$ cat config.mk
export PLATFORM = sky130hd
export DESIGN_NAME = lpht_mod
export DESIGN_NICKNAME = d
export VERILOG_FILES = /design/src/lpht_pkg.sv /design/src/lpht_mod.sv
export SDC_FILE = /design/constraint.sdc
export NUM_CORES = 1
export LEC_CHECK = 0
export BUFFER_PORTS_ARGS = -buffer_cell sky130_fd_sc_hd__buf_2
export CORE_ASPECT_RATIO = 0.5
export CORE_MARGIN = 3
export CORE_UTILIZATION = 30
export DETAILED_ROUTE_END_ITERATION = 10
export PLACE_DENSITY_LB_ADDON = 0.25
export REMOVE_ABC_BUFFERS = 1
export SETUP_SLACK_MARGIN = 0.05
export SLEW_MARGIN = 30
export SYNTH_ARGS = -nofsm -noshare
export SYNTH_HDL_FRONTEND = slang
export SYNTH_SLANG_ARGS = --single-unit
$ cat constraint.sdc
create_clock -name clk_i -period 11.55 [get_ports clk_i]
set_input_delay 0.5775 -clock clk_i [delete_from_list [all_inputs] [get_ports clk_i]]
set_output_delay 0.5775 -clock clk_i [all_outputs]
set_load 0.01 [all_outputs]
$ cat src/lpht_pkg.sv
// Shared constants and types for the linear-probing key table.
// Used by the remainder unit and the top level; no dependencies.
package lpht_pkg;

  // Slot count of the key store.
  localparam int unsigned DEPTH  = 1024;
  localparam int unsigned ADDR_W = $clog2(DEPTH);
  // Width of an effective slot count (1 .. DEPTH).
  localparam int unsigned NSZ_W  = ADDR_W + 1;

  localparam int unsigned KEY_W  = 31;
  localparam int unsigned SIZE_W = 11;
  localparam int unsigned KIND_W = 2;

  localparam logic [SIZE_W-1:0] SIZE_RESET = SIZE_W'(1024);

  // The remainder unit retires this many key bits per cycle.
  localparam int unsigned MOD_DIGIT_W = 4;
  localparam int unsigned MOD_DIGITS  = (KEY_W + MOD_DIGIT_W - 1) / MOD_DIGIT_W;
  localparam int unsigned MOD_PAD_W   = MOD_DIGITS * MOD_DIGIT_W;
  localparam int unsigned MOD_CNT_W   = (MOD_DIGITS > 1) ? $clog2(MOD_DIGITS) : 1;

  // The last code is unused: such an item touches nothing and reports zeros.
  typedef enum logic [KIND_W-1:0] {
    KIND_INSERT = 2'd0,
    KIND_DELETE = 2'd1,
    KIND_SEARCH = 2'd2,
    KIND_NONE   = 2'd3
  } kind_e;

endpackage

$ cat src/lpht_mod.sv
// Iterative remainder unit: key modulo slot count, a few key bits per cycle.
// Depends on lpht_pkg.
module lpht_mod (
  input  logic                       clk_i,
  input  logic                       rst_ni,
  input  logic                       start_i,
  input  logic [lpht_pkg::KEY_W-1:0] key_i,
  input  logic [lpht_pkg::NSZ_W-1:0] size_i,
  output logic                       done_o,
  output logic [lpht_pkg::ADDR_W-1:0] rem_o
);
  import lpht_pkg::*;

  logic                 busy_q, busy_d;
  logic                 done_q, done_d;
  logic [MOD_CNT_W-1:0] cnt_q, cnt_d;
  logic [MOD_PAD_W-1:0] key_q, key_d;
  logic [NSZ_W-1:0]     n_q, n_d;
  logic [ADDR_W-1:0]    rem_q, rem_d;
  logic [ADDR_W-1:0]    step_rem;

  // Restoring remainder over one digit: shift in a bit, subtract the size if it fits.
  always_comb begin
    logic [ADDR_W-1:0] r;
    logic [NSZ_W-1:0]  sh;
    r = rem_q;
    for (int i = 0; i < MOD_DIGIT_W; i++) begin
      sh = {r, key_q[MOD_PAD_W-1-i]};
      if (sh >= n_q) begin
        sh = sh - n_q;
      end
      r = sh[ADDR_W-1:0];
    end
    step_rem = r;
  end

  always_comb begin
    busy_d = busy_q;
    done_d = 1'b0;
    cnt_d  = cnt_q;
    key_d  = key_q;
    n_d    = n_q;
    rem_d  = rem_q;
    if (start_i) begin
      busy_d = 1'b1;
      cnt_d  = '0;
      key_d  = MOD_PAD_W'(key_i);
      n_d    = size_i;
      rem_d  = '0;
    end else if (busy_q) begin
      rem_d = step_rem;
      key_d = key_q << MOD_DIGIT_W;
      cnt_d = cnt_q + 1'b1;
      if (cnt_q == MOD_CNT_W'(MOD_DIGITS - 1)) begin
        busy_d = 1'b0;
        done_d = 1'b1;
      end
    end
  end

  always_ff @(posedge clk_i or negedge rst_ni) begin
    if (!rst_ni) begin
      busy_q <= 1'b0;
      done_q <= 1'b0;
      cnt_q  <= '0;
    end else begin
      busy_q <= busy_d;
      done_q <= done_d;
      cnt_q  <= cnt_d;
    end
  end

  always_ff @(posedge clk_i) begin
    key_q <= key_d;
    n_q   <= n_d;
    rem_q <= rem_d;
  end

  assign done_o = done_q;
  assign rem_o  = rem_q;

endmodule

# Word-level counts from Yosys, hierarchy flattened
# Index checks and enable logic that the tools add are counted.
# Widths: inputs -> output; s select.
# classes
n_mux	14
reduce_logical	1
n_addsub	5
n_eq_ne	1
order_cmp	4
# op_table
cell	count
$mux 31	2
$ge 11x11->1	4
$mux 10	4
$sub 10x10->10	4
$mux 1	6
$mux 3	2
$add 3x1->3 const B	1
$eq 3x3->1 const B	1
$reduce_bool 2->1	1
# word_totals
elab_cells	32
register_bits	58
output_inout_bits	11
inputBits	45

# Depth between registers and ports, before layout
# depth
depth_word	8
depth_mapped	39
ltp_nobuf	35

# Least setup slack after synthesis
# No wires, ideal clock.
# synth_timing
path_type	reg2reg
start	register n_q[1]
end	register rem_q[3] (netlist: rem_o[3])
arrival_time_ps	7368
path_buffers	3
path_stages_with_launch	33
path_slack_ps	4078
setup_ps	103
synth_period_minus_slack_ps	7472
required_time_ps	11447
cell_sequence	edfxtp_1 > inv_1 > ha_1 > nor2b_1 > o31a_1 > o21ai_1 > a22oi_2 > buf_6 > mux2_4 > ha_1 > nand4_1 > nor3_1 > nor3_1 > a41oi_1 > mux2_2 > inv_1 > ha_1 > nor2b_4 > o31a_1 > or4_4 > a221oi_4 > a21o_2 > buf_4 > o21ai_0 > ha_1 > or2_2 > a21oi_1 > a311oi_1 > a311oi_1 > o2bb2ai_1 > buf_2 > o21ai_1 > a2111oi_2
# synth_via
elab_chain_cells	8
elab_cells_between_ends	12
cone_classes	4 x add/sub; 4 x order compare; 4 x mux
# synth_lines
element	line_no	text
from (decl)	lpht_mod.sv:18	logic [NSZ_W-1:0] n_q, n_d;
from (signal assigned)	lpht_mod.sv:75	n_q <= n_d;
$sub 10x10->10 or $ge 11x11->1 (tied branches)	lpht_mod.sv:30, lpht_mod.sv:29	
$mux 10	lpht_mod.sv:29	if (sh >= n_q) begin
$sub 10x10->10 or $ge 11x11->1 (tied branches)	lpht_mod.sv:30, lpht_mod.sv:29	
$mux 10	lpht_mod.sv:29	
$sub 10x10->10 or $ge 11x11->1 (tied branches)	lpht_mod.sv:30, lpht_mod.sv:29	
$mux 10	lpht_mod.sv:29	
$ge 11x11->1 or $sub 10x10->10 (tied branches)	lpht_mod.sv:29, lpht_mod.sv:30	
$mux 10 *	lpht_mod.sv:29	
to (signal assigned)	lpht_mod.sv:76	rem_q <= rem_d;
to (decl)	lpht_mod.sv:19	logic [ADDR_W-1:0] rem_q, rem_d;
# Mark *: on every way between the ends. The rest lies on a longest branch, timed or not.
# A chain may end at the register's enable or synchronous reset.

# Final worst setup path
# layout_timing
start	register n_q[1]
end	register rem_q[8] (netlist: rem_o[8])
# layout_via
elab_chain_cells	8
elab_cells_between_ends	12
cone_classes	4 x add/sub; 4 x order compare; 4 x mux
# layout_lines
element	line_no
$sub 10x10->10 or $ge 11x11->1 (tied branches)	lpht_mod.sv:30, lpht_mod.sv:29
$mux 10	lpht_mod.sv:29
$sub 10x10->10 or $ge 11x11->1 (tied branches)	lpht_mod.sv:30, lpht_mod.sv:29
$mux 10	lpht_mod.sv:29
$sub 10x10->10 or $ge 11x11->1 (tied branches)	lpht_mod.sv:30, lpht_mod.sv:29
$mux 10	lpht_mod.sv:29
$sub 10x10->10 or $ge 11x11->1 (tied branches)	lpht_mod.sv:30, lpht_mod.sv:29
$mux 10 *	lpht_mod.sv:29
# Marked as above.

==> impl_metrics.toml <==
[detailed_routing]
dr.pass1.iters = 6
vias = 3655
via_per_inst = 5.11
wl_um = 11500
drtAntennaViolNets = 0
initialDrtViolationCount = 241
wl_per_cell_um = 16.1
drc_errors = 0

[floorplanning]
die_h_um = 93.8
io_pins = 56
coreArea_mm2 = 0.0148
rows = 31
start_util = 0.313
dieArea_mm2 = 0.0170
die_w_um = 182

[synth]
async_flop_share = 0.0862
yosysMostFrequentCell = "ha_1"
yosysTopAreaCellShare = 0.273
synth_edf_count = 42
synth.distinct_cells = 68
syn_area_per_cell_um2 = 10.1
syn_inst = 458
seq_area_frac_synth = 0.347
synth_top_area_cell = "edfxtp_1"
synthTopCellsByCount = "ha_1 (46), edfxtp_1 (42), mux2_2 (42)"
synth.cell_area_mm2 = 0.00463
yosysWarningCount = 0
synth-main-ff-cell = "edfxtp_1"
synth.area.top_cells = "edfxtp_1 (27%), ha_1 (12%), mux2_2 (10%)"
synth_seq_cells = 58

[worst_setup_path]
worstSetupEndpointType = "flip-flop"
timing.rr.start = "n_q[1]"
critical_path.max_stage_delay_ps = 630
path_buf_inv = 4
cp_slowest_cell = "a22oi_2"
critPathLaunch = "n_q[1]"
r2r-end = "rem_o[8]"
worstSetupPathType = "reg -> reg"
path_delay_family = "compound AO/OA/AOI/OAI gates"
start_kind = "flip-flop"
reg2regPathDepth = 31
crit_required_ps = 11760
reg2reg_setup_slack_ps = 2490
cp_max_fo = 15
cp.arrival_ps = 9280

[finish]
layout-drive-gt1-share = 0.253
finish.net_count = 607
post-route-util = 0.367
area_growth_pct = 17.1
antennaDiodeCount = 0
layoutNonFillerInstCount = 715

[timing]
worstMarginPinSlew_ps = 867
maxSlewHeadroom = 0.422
slew_violations = 0
post-route-period-util = 0.785
setup_violations = 0
fin_tns_setup_ps = 0
period_needed_ps = 9060
rsz0062_at_grt = "false"
finalHoldViolCount = 0
fin_skew_ps = 6.33
max_freq_mhz = 110

[cts]
cts_resized = 0
cts_tree = "yes"
cts_made_buffers = 9
cts_sinks = 58
clk_pin_slew_worst_paths_ps = 50
cts_setup_buffers = 0
cts-root-buf = "clkbuf_16"
h-tree-depth = 3
hold_buffers = 0
clk_latency_ps = 330
cts_buffer_depth = 2

[placed_design]
dp_cells = 699
port_buffers = 55
gp_congestion = 0.879
dpl.hpwl_um = 8810

[global_route]
antenna_found_initial = 0
gr-usage-all-layers = 0.141
grt_pass1_wl_um = 19200
first_global_vias = 3704
overflow = 0
grt_max_degree = 57

[run_status]
status = "finished, final reports clean"

[hold_path]
worstHoldPathType = "in -> async"

[flow_run]
drv_cap = 0
==> through the flow <==
stage | cell area [µm²] | worst slack (ps) | hold slack [ps]
floorplan | 4560 | 3480 | 282
global placement | 5100 | 2210 | 399
detailed placement | 5110 | 2550 | 400
CTS | 5420 | 2500 | 53.4
global route | 5420 | 1710 | 57.9
finish | 5420 | 2490 | 61.2
==> routing by layer <==
metal	up-vias	wire length (µm)	global-route usage	part of all wire
met4	0	265	0.0507	0.023
met2	88	4980	0.221	0.43
li1	1815	-	-	-
met1	1732	5540	0.188	0.48
met5	-	0	0	0
met3	20	730	0.0387	0.063
==> worst max-delay path by stage <==
stage | end | depth (start not counted)
floorplan | rem_o[9] | 30
global placement | rem_o[5] | 31
detailed placement | rem_o[5] | 31
CTS | rem_o[8] | 31
global route | rem_o[5] | 32
finish | rem_o[8] | 31
==> layout make-up <==
cell class              count  area, µm²
repair buffers             57        290
clock buffers              10        229
fillers                  1461       9360
multi-input cells         352       2840
flip-flops and latches     58       1610
clock inverters             6       81.3
inverters                  34        128
well taps                 198        248
==> placed cells by master (no fill, tap or decap), drive strengths merged, types with 2 or more instances in the layout <==
master   synthesis  final
a2111oi          4      4
a211oi           5      5
a21boi           2      2
a21o             7      7
a21oi           23     23
a221oi           2      2
a311oi           3      3
and2             6      6
and3             2      2
buf             11     57
bufinv           0      2
clkbuf           3     10
clkinv           0      3
dfrtp            5      5
dfxtp           11     11
edfxtp          42     42
fa               4      4
ha              46     46
inv             34     34
mux2            43     43
mux2i            8      8
nand2           21     21
nand2b           3      3
nand3            9      9
nand4            7      7
nor2            37     37
nor2b            9      9
nor3            14     14
nor4             3      3
o211a            3      3
o211ai           3      3
o21a             8      8
o21ai           27     27
o21bai           3      3
o221ai           2      2
o31a             4      4
or2              2      2
xnor2           16     16
xor2            10     10
==> sequential cells by signal, summed over array words and instances (netlist names) <==
register and count:
n_q 11, key_q 32, cnt_q 3, done_o 1, rem_o 10, busy_q 1
==> cells by family after synthesis <==
group / after synthesis / share of synthesized area
AND/OR/NAND/NOR: 117 / 0.125
AO/OA/AOI/OAI: 108 / 0.168
flip-flops: 58 / 0.347
multiplexers: 51 / 0.126
adder cells (fa/ha/maj): 50 / 0.142
buffers and inverters: 48 / 0.0425
XOR/XNOR: 26 / 0.0492
==> worst reg2reg max path: cells and delay by family, from the launching register on <==
| kind | cells | cell delay [ps] |
|---|---|---|
| compound gates | 14 | 4150 |
| fa+ha+maj | 4 | 1320 |
| buf+inv | 4 | 630 |
| flops | 1 | 450 |
| mux | 2 | 860 |
| simple gates | 7 | 1540 |
Power is not shown: default switching activity piles up to over one toggle a cycle in this logic, so the estimate is an artifact.
