==> src/lpht_ram.sv <==
// Generic simple dual-port RAM: one write port, one read port, registered read data.
// No dependencies.
module lpht_ram #(
  parameter int unsigned WIDTH = 8,
  parameter int unsigned DEPTH = 16
) (
  input  logic                     clk_i,
  input  logic                     we_i,
  input  logic [$clog2(DEPTH)-1:0] waddr_i,
  input  logic [WIDTH-1:0]         wdata_i,
  input  logic [$clog2(DEPTH)-1:0] raddr_i,
  output logic [WIDTH-1:0]         rdata_o
);

  logic [WIDTH-1:0] mem [DEPTH];

  always_ff @(posedge clk_i) begin
    if (we_i) begin
      mem[waddr_i] <= wdata_i;
    end
    rdata_o <= mem[raddr_i];
  end

endmodule

==> config.mk <==
export PLATFORM = sky130hd
export DESIGN_NAME = lpht_ram
export DESIGN_NICKNAME = d
export VERILOG_FILES = /design/src/lpht_ram.sv
export SDC_FILE = /design/constraint.sdc
export NUM_CORES = 1
export LEC_CHECK = 0
export BUFFER_PORTS_ARGS = -buffer_cell sky130_fd_sc_hd__buf_2
export CAP_MARGIN = 20
export CORE_MARGIN = 5
export CORE_UTILIZATION = 32
export DETAILED_ROUTE_END_ITERATION = 10
export PLACE_DENSITY = 0.49
export SYNTH_ARGS = -nofsm -noshare
export SYNTH_HDL_FRONTEND = slang
export SYNTH_SLANG_ARGS = --single-unit
==> constraint.sdc <==
create_clock -name clk_i -period 2.55 [get_ports clk_i]
set_input_delay 0.1275 -clock clk_i [delete_from_list [all_inputs] [get_ports clk_i]]
set_output_delay 0.1275 -clock clk_i [all_outputs]
set_load 0.02 [all_outputs]
==> After elaboration in Yosys (flattened, before gate mapping) <==
Memories as Yosys holds them, arrays and structs flattened. A register that Yosys moved wholly into a read port is not among the register bits.
Cells that the tools add are included.
{ "totals": {"register_bits": 0, "mem_bits_rw": 128, "mem_count": 1, "wordCells": 3, "out_inout_bits": 8} }
{ "memory_table": {"columns": ["memory", "depth", "word_bits", "read_ports", "rd_ports_with_merged_regs", "write_ports", "line", "source"], "rows": [
  ["mem", 16, 8, 1, 1, 1, "15", "logic [WIDTH-1:0] mem [DEPTH];"]
]} }
{ "classes": {"n_mux": 2} }
{ "op_table": {"columns": ["op", "n"], "rows": [
  ["two-way mux 1 bit", 2]
]} }

==> Depth between registers and ports, before layout <==
Gate-level depths: netlist of the first run.
{ "depth": {"ltp_word": 2, "mapped_depth": 5} }

==> Least setup slack after synthesis of the first run <==
OpenSTA, ideal clock, no wires.
{ "synth_path": {"kind": "input port to flip-flop", "startpoint": "input port waddr_i[2]", "endpoint": "memory mem[0][0], enable pin", "n_path_buf": 0, "path_stages": 2, "slack_ns": 0.930, "arrival_ns": 1.237, "required_ns": 2.167, "cell_sequence": "or3b_2 -> nor3_1"} }
{ "synth_lines": {"columns": ["element", "line", "source"], "rows": [
  ["start: declaration", "9", "input logic [$clog2(DEPTH)-1:0] waddr_i,"],
  ["end: declaration", "15", null]
]} }
No word-level cell before the write port.

==> results of run 1 <==
worst max-delay path, delay by kind of cell, from the launching register on:
| family | cells | cell delay (ns) |
|---|---|---|
| multiplexers | 1 | 0.50 |
| AO/OA/AOI/OAI | 1 | 0.35 |
| flip-flops | 1 | 0.35 |
| AND/OR/NAND/NOR | 1 | 0.08 |
synthesized netlist by cell type:
| cell | number |
|---|---|
| mux4_2 | 18 |
| nand3_1 | 1 |
| nand2b_1 | 2 |
| nand2_1 | 9 |
| buf_6 | 3 |
| and2_1 | 1 |
| buf_4 | 1 |
| nor3_1 | 4 |
| edfxtp_1 | 128 |
| mux4_1 | 14 |
| clkdlybuf4s25_2 | 3 |
| a22oi_1 | 16 |
| or3b_2 | 1 |
| dfxtp_1 | 8 |
| and2b_1 | 1 |
| buf_2 | 3 |
| nand3b_1 | 2 |
| nor2b_1 | 1 |
| nor2_1 | 13 |
placed cells by master (no fill, tap or decap), types with 2 or more instances in the layout:
master and instances:
a22oi_1 16, buf_2 25, buf_4 15, bufinv_16 7, clkbuf_1 2, clkbuf_16 17
clkinvlp_4 3, dfxtp_1 8, edfxtp_1 128, mux4_1 14, mux4_2 18, nand2_1 9
nand2b_1 2, nand3b_1 2, nor2_1 13, nor3_1 4
metal layers:
layer / wire, um / vias up
li1: - / 1072
met1: 5060 / 1250
met2: 5050 / 51
met3: 369 / 10
met4: 121 / 0
met5: 0 / -
stage by stage:
step,hold slack [ns],cell area (um^2),power [mW]
global route,0.101,6270,5.74
global placement,0.526,5590,2.81
detailed placement,0.534,5590,2.82
finish,0.110,6270,5.57
CTS,0.102,6270,5.61
floorplan,0.226,5150,2.70
power groups by stage:
stage                     sequential (mW)  clock (mW)  combinational (mW)
after floorplan                      2.57           0               0.127
after global placement               2.56           0               0.249
after detailed placement             2.56           0               0.253
after CTS                            2.52        2.84               0.254
after global routing                 2.52        2.95               0.270
final                                2.51        2.81               0.246
final cells by class:
type | count | area, um^2 | share of cell area
Timing Repair Buffer | 41 | 258 | 0.0411
Clock buffer | 19 | 433 | 0.0690
Multi-Input combinational cell | 83 | 1060 | 0.169
Clock inverter | 13 | 250 | 0.0399
Sequential cell | 136 | 4000 | 0.638
Tap cell | 216 | 270 | 0.0431
logic make-up (layout without fill, tap and decap cells):
logic type,count (synthesis),in the layout
flops,136,136
mux,32,32
buf+inv,10,73
compound gates,16,16
simple gates,35,35
state kept, by name (all words and copies together), names as in the netlist:
register / cells
rdata_o: 8
mem: 128
path summary, 6_finish.rpt:
check	startpoint	endpoint	slack, ns	cells past startpoint
worst min-delay path	wdata_i[2]	mem[7][2]$_DFFE_PP_	0.11	1
worst min register to register	mem[10][5]$_DFFE_PP_	rdata_o[5]$_DFF_P_	0.67	3
worst max-delay path	mem[1][5]$_DFFE_PP_	rdata_o[5]$_DFF_P_	1.15	3
worst max register to register	mem[1][5]$_DFFE_PP_	rdata_o[5]$_DFF_P_	1.15	3
==> reports/metrics.yaml, run 1 <==
outcome:
  status: "completed"
cts:
  cts_setup_buffers: 0
  post_cts_resized: 0
  worstSkewPairLatency_ns: 0.41
  cts_buffer_depth: 2
  cts_hold_buffers: 0
  cts_tree: "yes"
  cts-buffers-inserted: 17
  cts_root_buf: "clkbuf_16"
  htreeDepth: 4
  clk_pin_slew_ns: 0.06
  cts.sinks: 136
floorplanning:
  die_w_um: 137
  io-pin-count: 26
  die_h_um: 137
  coreArea_um2: 15800
  dieArea_um2: 18700
  placementRows: 46
  initial_core_util: 0.325
power_and_ir_drop:
  intPower_mw: 4.53
  switching_share: 0.187
  worst_ir_drop_vdd_mv: 0.444
  pwr-share-clk: 0.504
  seqPwrFrac: 0.452
  p_leak_nw: 2.10
  combPwrFrac: 0.044
  p_per_area_nw_per_um2: 888
  p_sw_mw: 1.04
detailed_routing:
  via_per_inst: 4.69
  vias: 2383
  drc_errors: 0
  avgRoutedWirePerCell_um: 20.9
  drt_first_iter_violations: 167
  drt-total-wl_um: 10600
  antenna_left: 0
  dr.pass1.iters: 4
global_route:
  grt_max_degree: 33
  antenna_found_initial: 0
  grtUsageMet2: 0.191
  gr-total-overflow: 0
  met1_usage: 0.166
  grt_use_total: 0.122
  grt_first_pass_wirelength_um: 16000
  grt_pass1_vias: 2468
  grt.met3_usage: 0.0327
  grt_busiest_layer: "met2"
synthesis:
  synth_nets: 247
  ys_types: 19
  synth_compound_area_frac: 0.0233
  synth-xor-area-share: 0
  yosysSeqAreaShare: 0.778
  ys_seq_elements: 136
  netlist_area_um2: 5150
  synthSimpleGateAreaFrac: 0.0318
  syn_inst: 229
  synth_top_family_by_area: "multiplexers"
  avgSynthCellArea_um2: 22.5
  synth_area_leaders: "edfxtp_1, mux4_2, mux4_1, dfxtp_1, a22oi_1"
  synth_top_area_cell: "edfxtp_1"
  yosysWarnings: 0
  yosysTopAreaCellShare: 0.747
  synthAdderAreaFrac: 0
  synthMuxAreaShare: 0.150
sta:
  post-route-worst-setup-slack_ns: 1.15
  tns_ns: 0
  worst_pin_slew_ns: 0.881
  rsz0062_at_grt: "no"
  max_freq_mhz: 715
  layout_min_cycle_time_ns: 1.40
  max_slew_margin: 0.411
  fin_skew_ns: 0.00767
  hold_viol: 0
  drv_slew: 0
  finalSetupViolCount: 0
  post-route-period-util: 0.548
placement:
  port_buffers: 25
  place.gp.congestion: 0.706
  placed_cells: 476
  dp_hpwl_um: 6720
  place_ws_ns: 0.880
setup_path:
  endpoint_kind: "flip-flop"
  path_cells: "mux4_1 -> a22oi_1 -> nand2_1"
  cp.required_ns: 2.84
  cpMaxStageDelayCell: "mux4_1"
  cp_slowest_stage_delay_ns: 0.50
  critPathMaxFanout: 1
  worstSetupStartpointType: "flip-flop"
  arrival_ns: 1.69
  worst-setup-path-type: "reg2reg"
finish:
  drive_above_1_share: 0.305
  fin_nets: 297
  synthToLayoutAreaGrowth_pct: 21.9
  fin_cells: 508
  diodes: 0
  fin_util: 0.396
  fillers: 1402
job:
  maxCapViolCount: 0
worst_hold_path:
  hold_class: "in2reg"
Power figures use the tool's default switching activity.
==> run 2: changes to the inputs <==
Settings changed: PLACE_DENSITY 0.49 to 0.51.
Clock period 2.55 ns to 1.1 ns, I/O delays scaled along.
==> reports/metrics.yaml, run 2 (synthesis results as in run 1) <==
finish:
  fin_nets: 313
  largest_register_ffs: 128
  synthToLayoutAreaGrowth_pct: 23.5
  top_regs: "mem x128, rdata_o x8"
  fin_util: 0.402
  drive_above_1_share: 0.406
  diodes: 0
  final_cell_mix: "edfxtp_1, mux4_2, buf_2"
  top_register: "mem"
  fin_cells: 524
  final_common_cell: "edfxtp_1"
  fin_area_um2: 6360
cts:
  htreeDepth: 4
  worstSkewPairLatency_ns: 0.41
  cts_hold_buffers: 0
  cts.sinks: 136
  cts_buffer_depth: 2
  cts_root_buf: "clkbuf_16"
  cts-buffers-inserted: 17
  clk_pin_slew_ns: 0.06
  cts_tree: "yes"
detailed_routing:
  dr.pass1.iters: 4
  antenna_left: 0
  via_per_inst: 4.70
  drc_errors: 0
  drt_first_iter_violations: 171
  avgRoutedWirePerCell_um: 20.5
  vias: 2461
  drt-total-wl_um: 10800
setup_path:
  cp_slowest_stage_delay_ns: 0.48
  r2r_cells: 3
  critPathBufInv: 0
  cp.required_ns: 1.37
  endpoint_kind: "flip-flop"
  critPathMaxFanout: 1
  path_cells: "mux4_2 -> a22oi_2 -> nand2_1"
  cpMaxStageDelayCell: "mux4_2"
  arrival_ns: 1.62
  crit_family: "multiplexers"
  worst-setup-path-type: "reg2reg"
  path_depth: 3
  worstSetupStartpointType: "flip-flop"
outcome:
  failed_checks: "setup timing"
  status: "complete, but fails checks"
sta:
  post-route-period-util: 1.23
  whs_ns: 0.0299
  post-route-worst-setup-slack_ns: -0.255
  rsz0062_at_grt: "yes"
  finalSetupViolCount: 8
  worst_pin_slew_ns: 0.932
  fin_skew_ns: 0.0159
  layout_min_cycle_time_ns: 1.35
  max_freq_mhz: 738
  max_slew_margin: 0.378
  tns_ns: -1.45
  hold_viol: 0
  drv_slew: 0
job:
  maxCapViolCount: 0
floorplanning:
  io-pin-count: 26
  die_h_um: 137
  placementRows: 46
  dieArea_um2: 18700
  initial_core_util: 0.325
  die_w_um: 137
  coreArea_um2: 15800
placement:
  place.gp.congestion: 0.700
  dp_hpwl_um: 6880
  dpl_cell_area_um2: 5820
  port_buffers: 25
  place_ws_ns: -0.487
  placed_cells: 492
power_and_ir_drop:
  worst_ir_drop_vdd_mv: 1.08
  seqPwrFrac: 0.505
  switching_share: 0.205
  p_leak_nw: 2.11
  p_per_area_nw_per_um2: 1820
  report.power.total_mw: 11.5
  pwr-share-clk: 0.438
  p_sw_mw: 2.37
  intPower_mw: 9.17
  combPwrFrac: 0.057
global_route:
  grt_first_pass_wirelength_um: 16300
  grt_max_degree: 22
  grt_pass1_vias: 2644
  gr-total-overflow: 0
  grt_use_total: 0.126
  antenna_found_initial: 0
worst_hold_path:
  whs_path_depth: 1
  hold_class: "in2reg"
==> run 2: cell count changes in the layout (fill, tap and decap cells not counted), sizes merged <==
cell	previous run	this run
bufinv	7	1
buf	41	57
clkbuf	19	23
clkinvlp	3	2
clkinv	3	6
==> run 2: layer usage <==
| metal | vias up | global-route usage | wire (um) |
|---|---|---|---|
| met4 | 0 | 0.0516 | 148 |
| met1 | 1302 | 0.170 | 4940 |
| li1 | 1091 | - | - |
| met2 | 56 | 0.192 | 5160 |
| met3 | 12 | 0.0368 | 503 |
| met5 | - | 0 | 0 |
==> run 2: power groups by stage <==
stage,Combinational [mW],Clock (mW),Sequential (mW)
global route,0.715,5.41,5.84
detailed placement,0.663,0,5.94
global placement,0.652,0,5.94
CTS,0.674,5.13,5.84
finish,0.659,5.05,5.83
floorplan,0.324,0,5.97
==> run 2: cell type report <==
cell class                      count  area, um^2
Sequential cell                   136        4000
Multi-Input combinational cell     83        1070
Fill cell                        1419        9470
Clock inverter                      9        78.8
Tap cell                          216         270
Clock buffer                       23         448
Timing Repair Buffer               57         490
==> run 2: path summary, 6_finish.rpt <==
kind                        startpoint                  end  slack, ns
setup / recovery   mem[0][4]$_DFFE_PP_   rdata_o[4]$_DFF_P_      -0.25
hold / removal              wdata_i[5]  mem[4][5]$_DFFE_PP_       0.03
setup reg to reg   mem[0][4]$_DFFE_PP_   rdata_o[4]$_DFF_P_      -0.25
hold reg to reg   mem[14][3]$_DFFE_PP_   rdata_o[3]$_DFF_P_       0.68
==> run 2: what timing repair did <==
item,in CTS,in global routing
gates resized for setup,5,1
pin swaps,2,1
endpoints found under the setup margin,8,8
buffers inserted,0,0
==> run 2: worst reg2reg max path: cells and delay by family (launching register included) <==
family / cells / cell delay (ns)
and+or+nand+nor: 1 / 0.13
muxes: 1 / 0.48
AOI/OAI and AO/OA: 1 / 0.23
DFF: 1 / 0.38
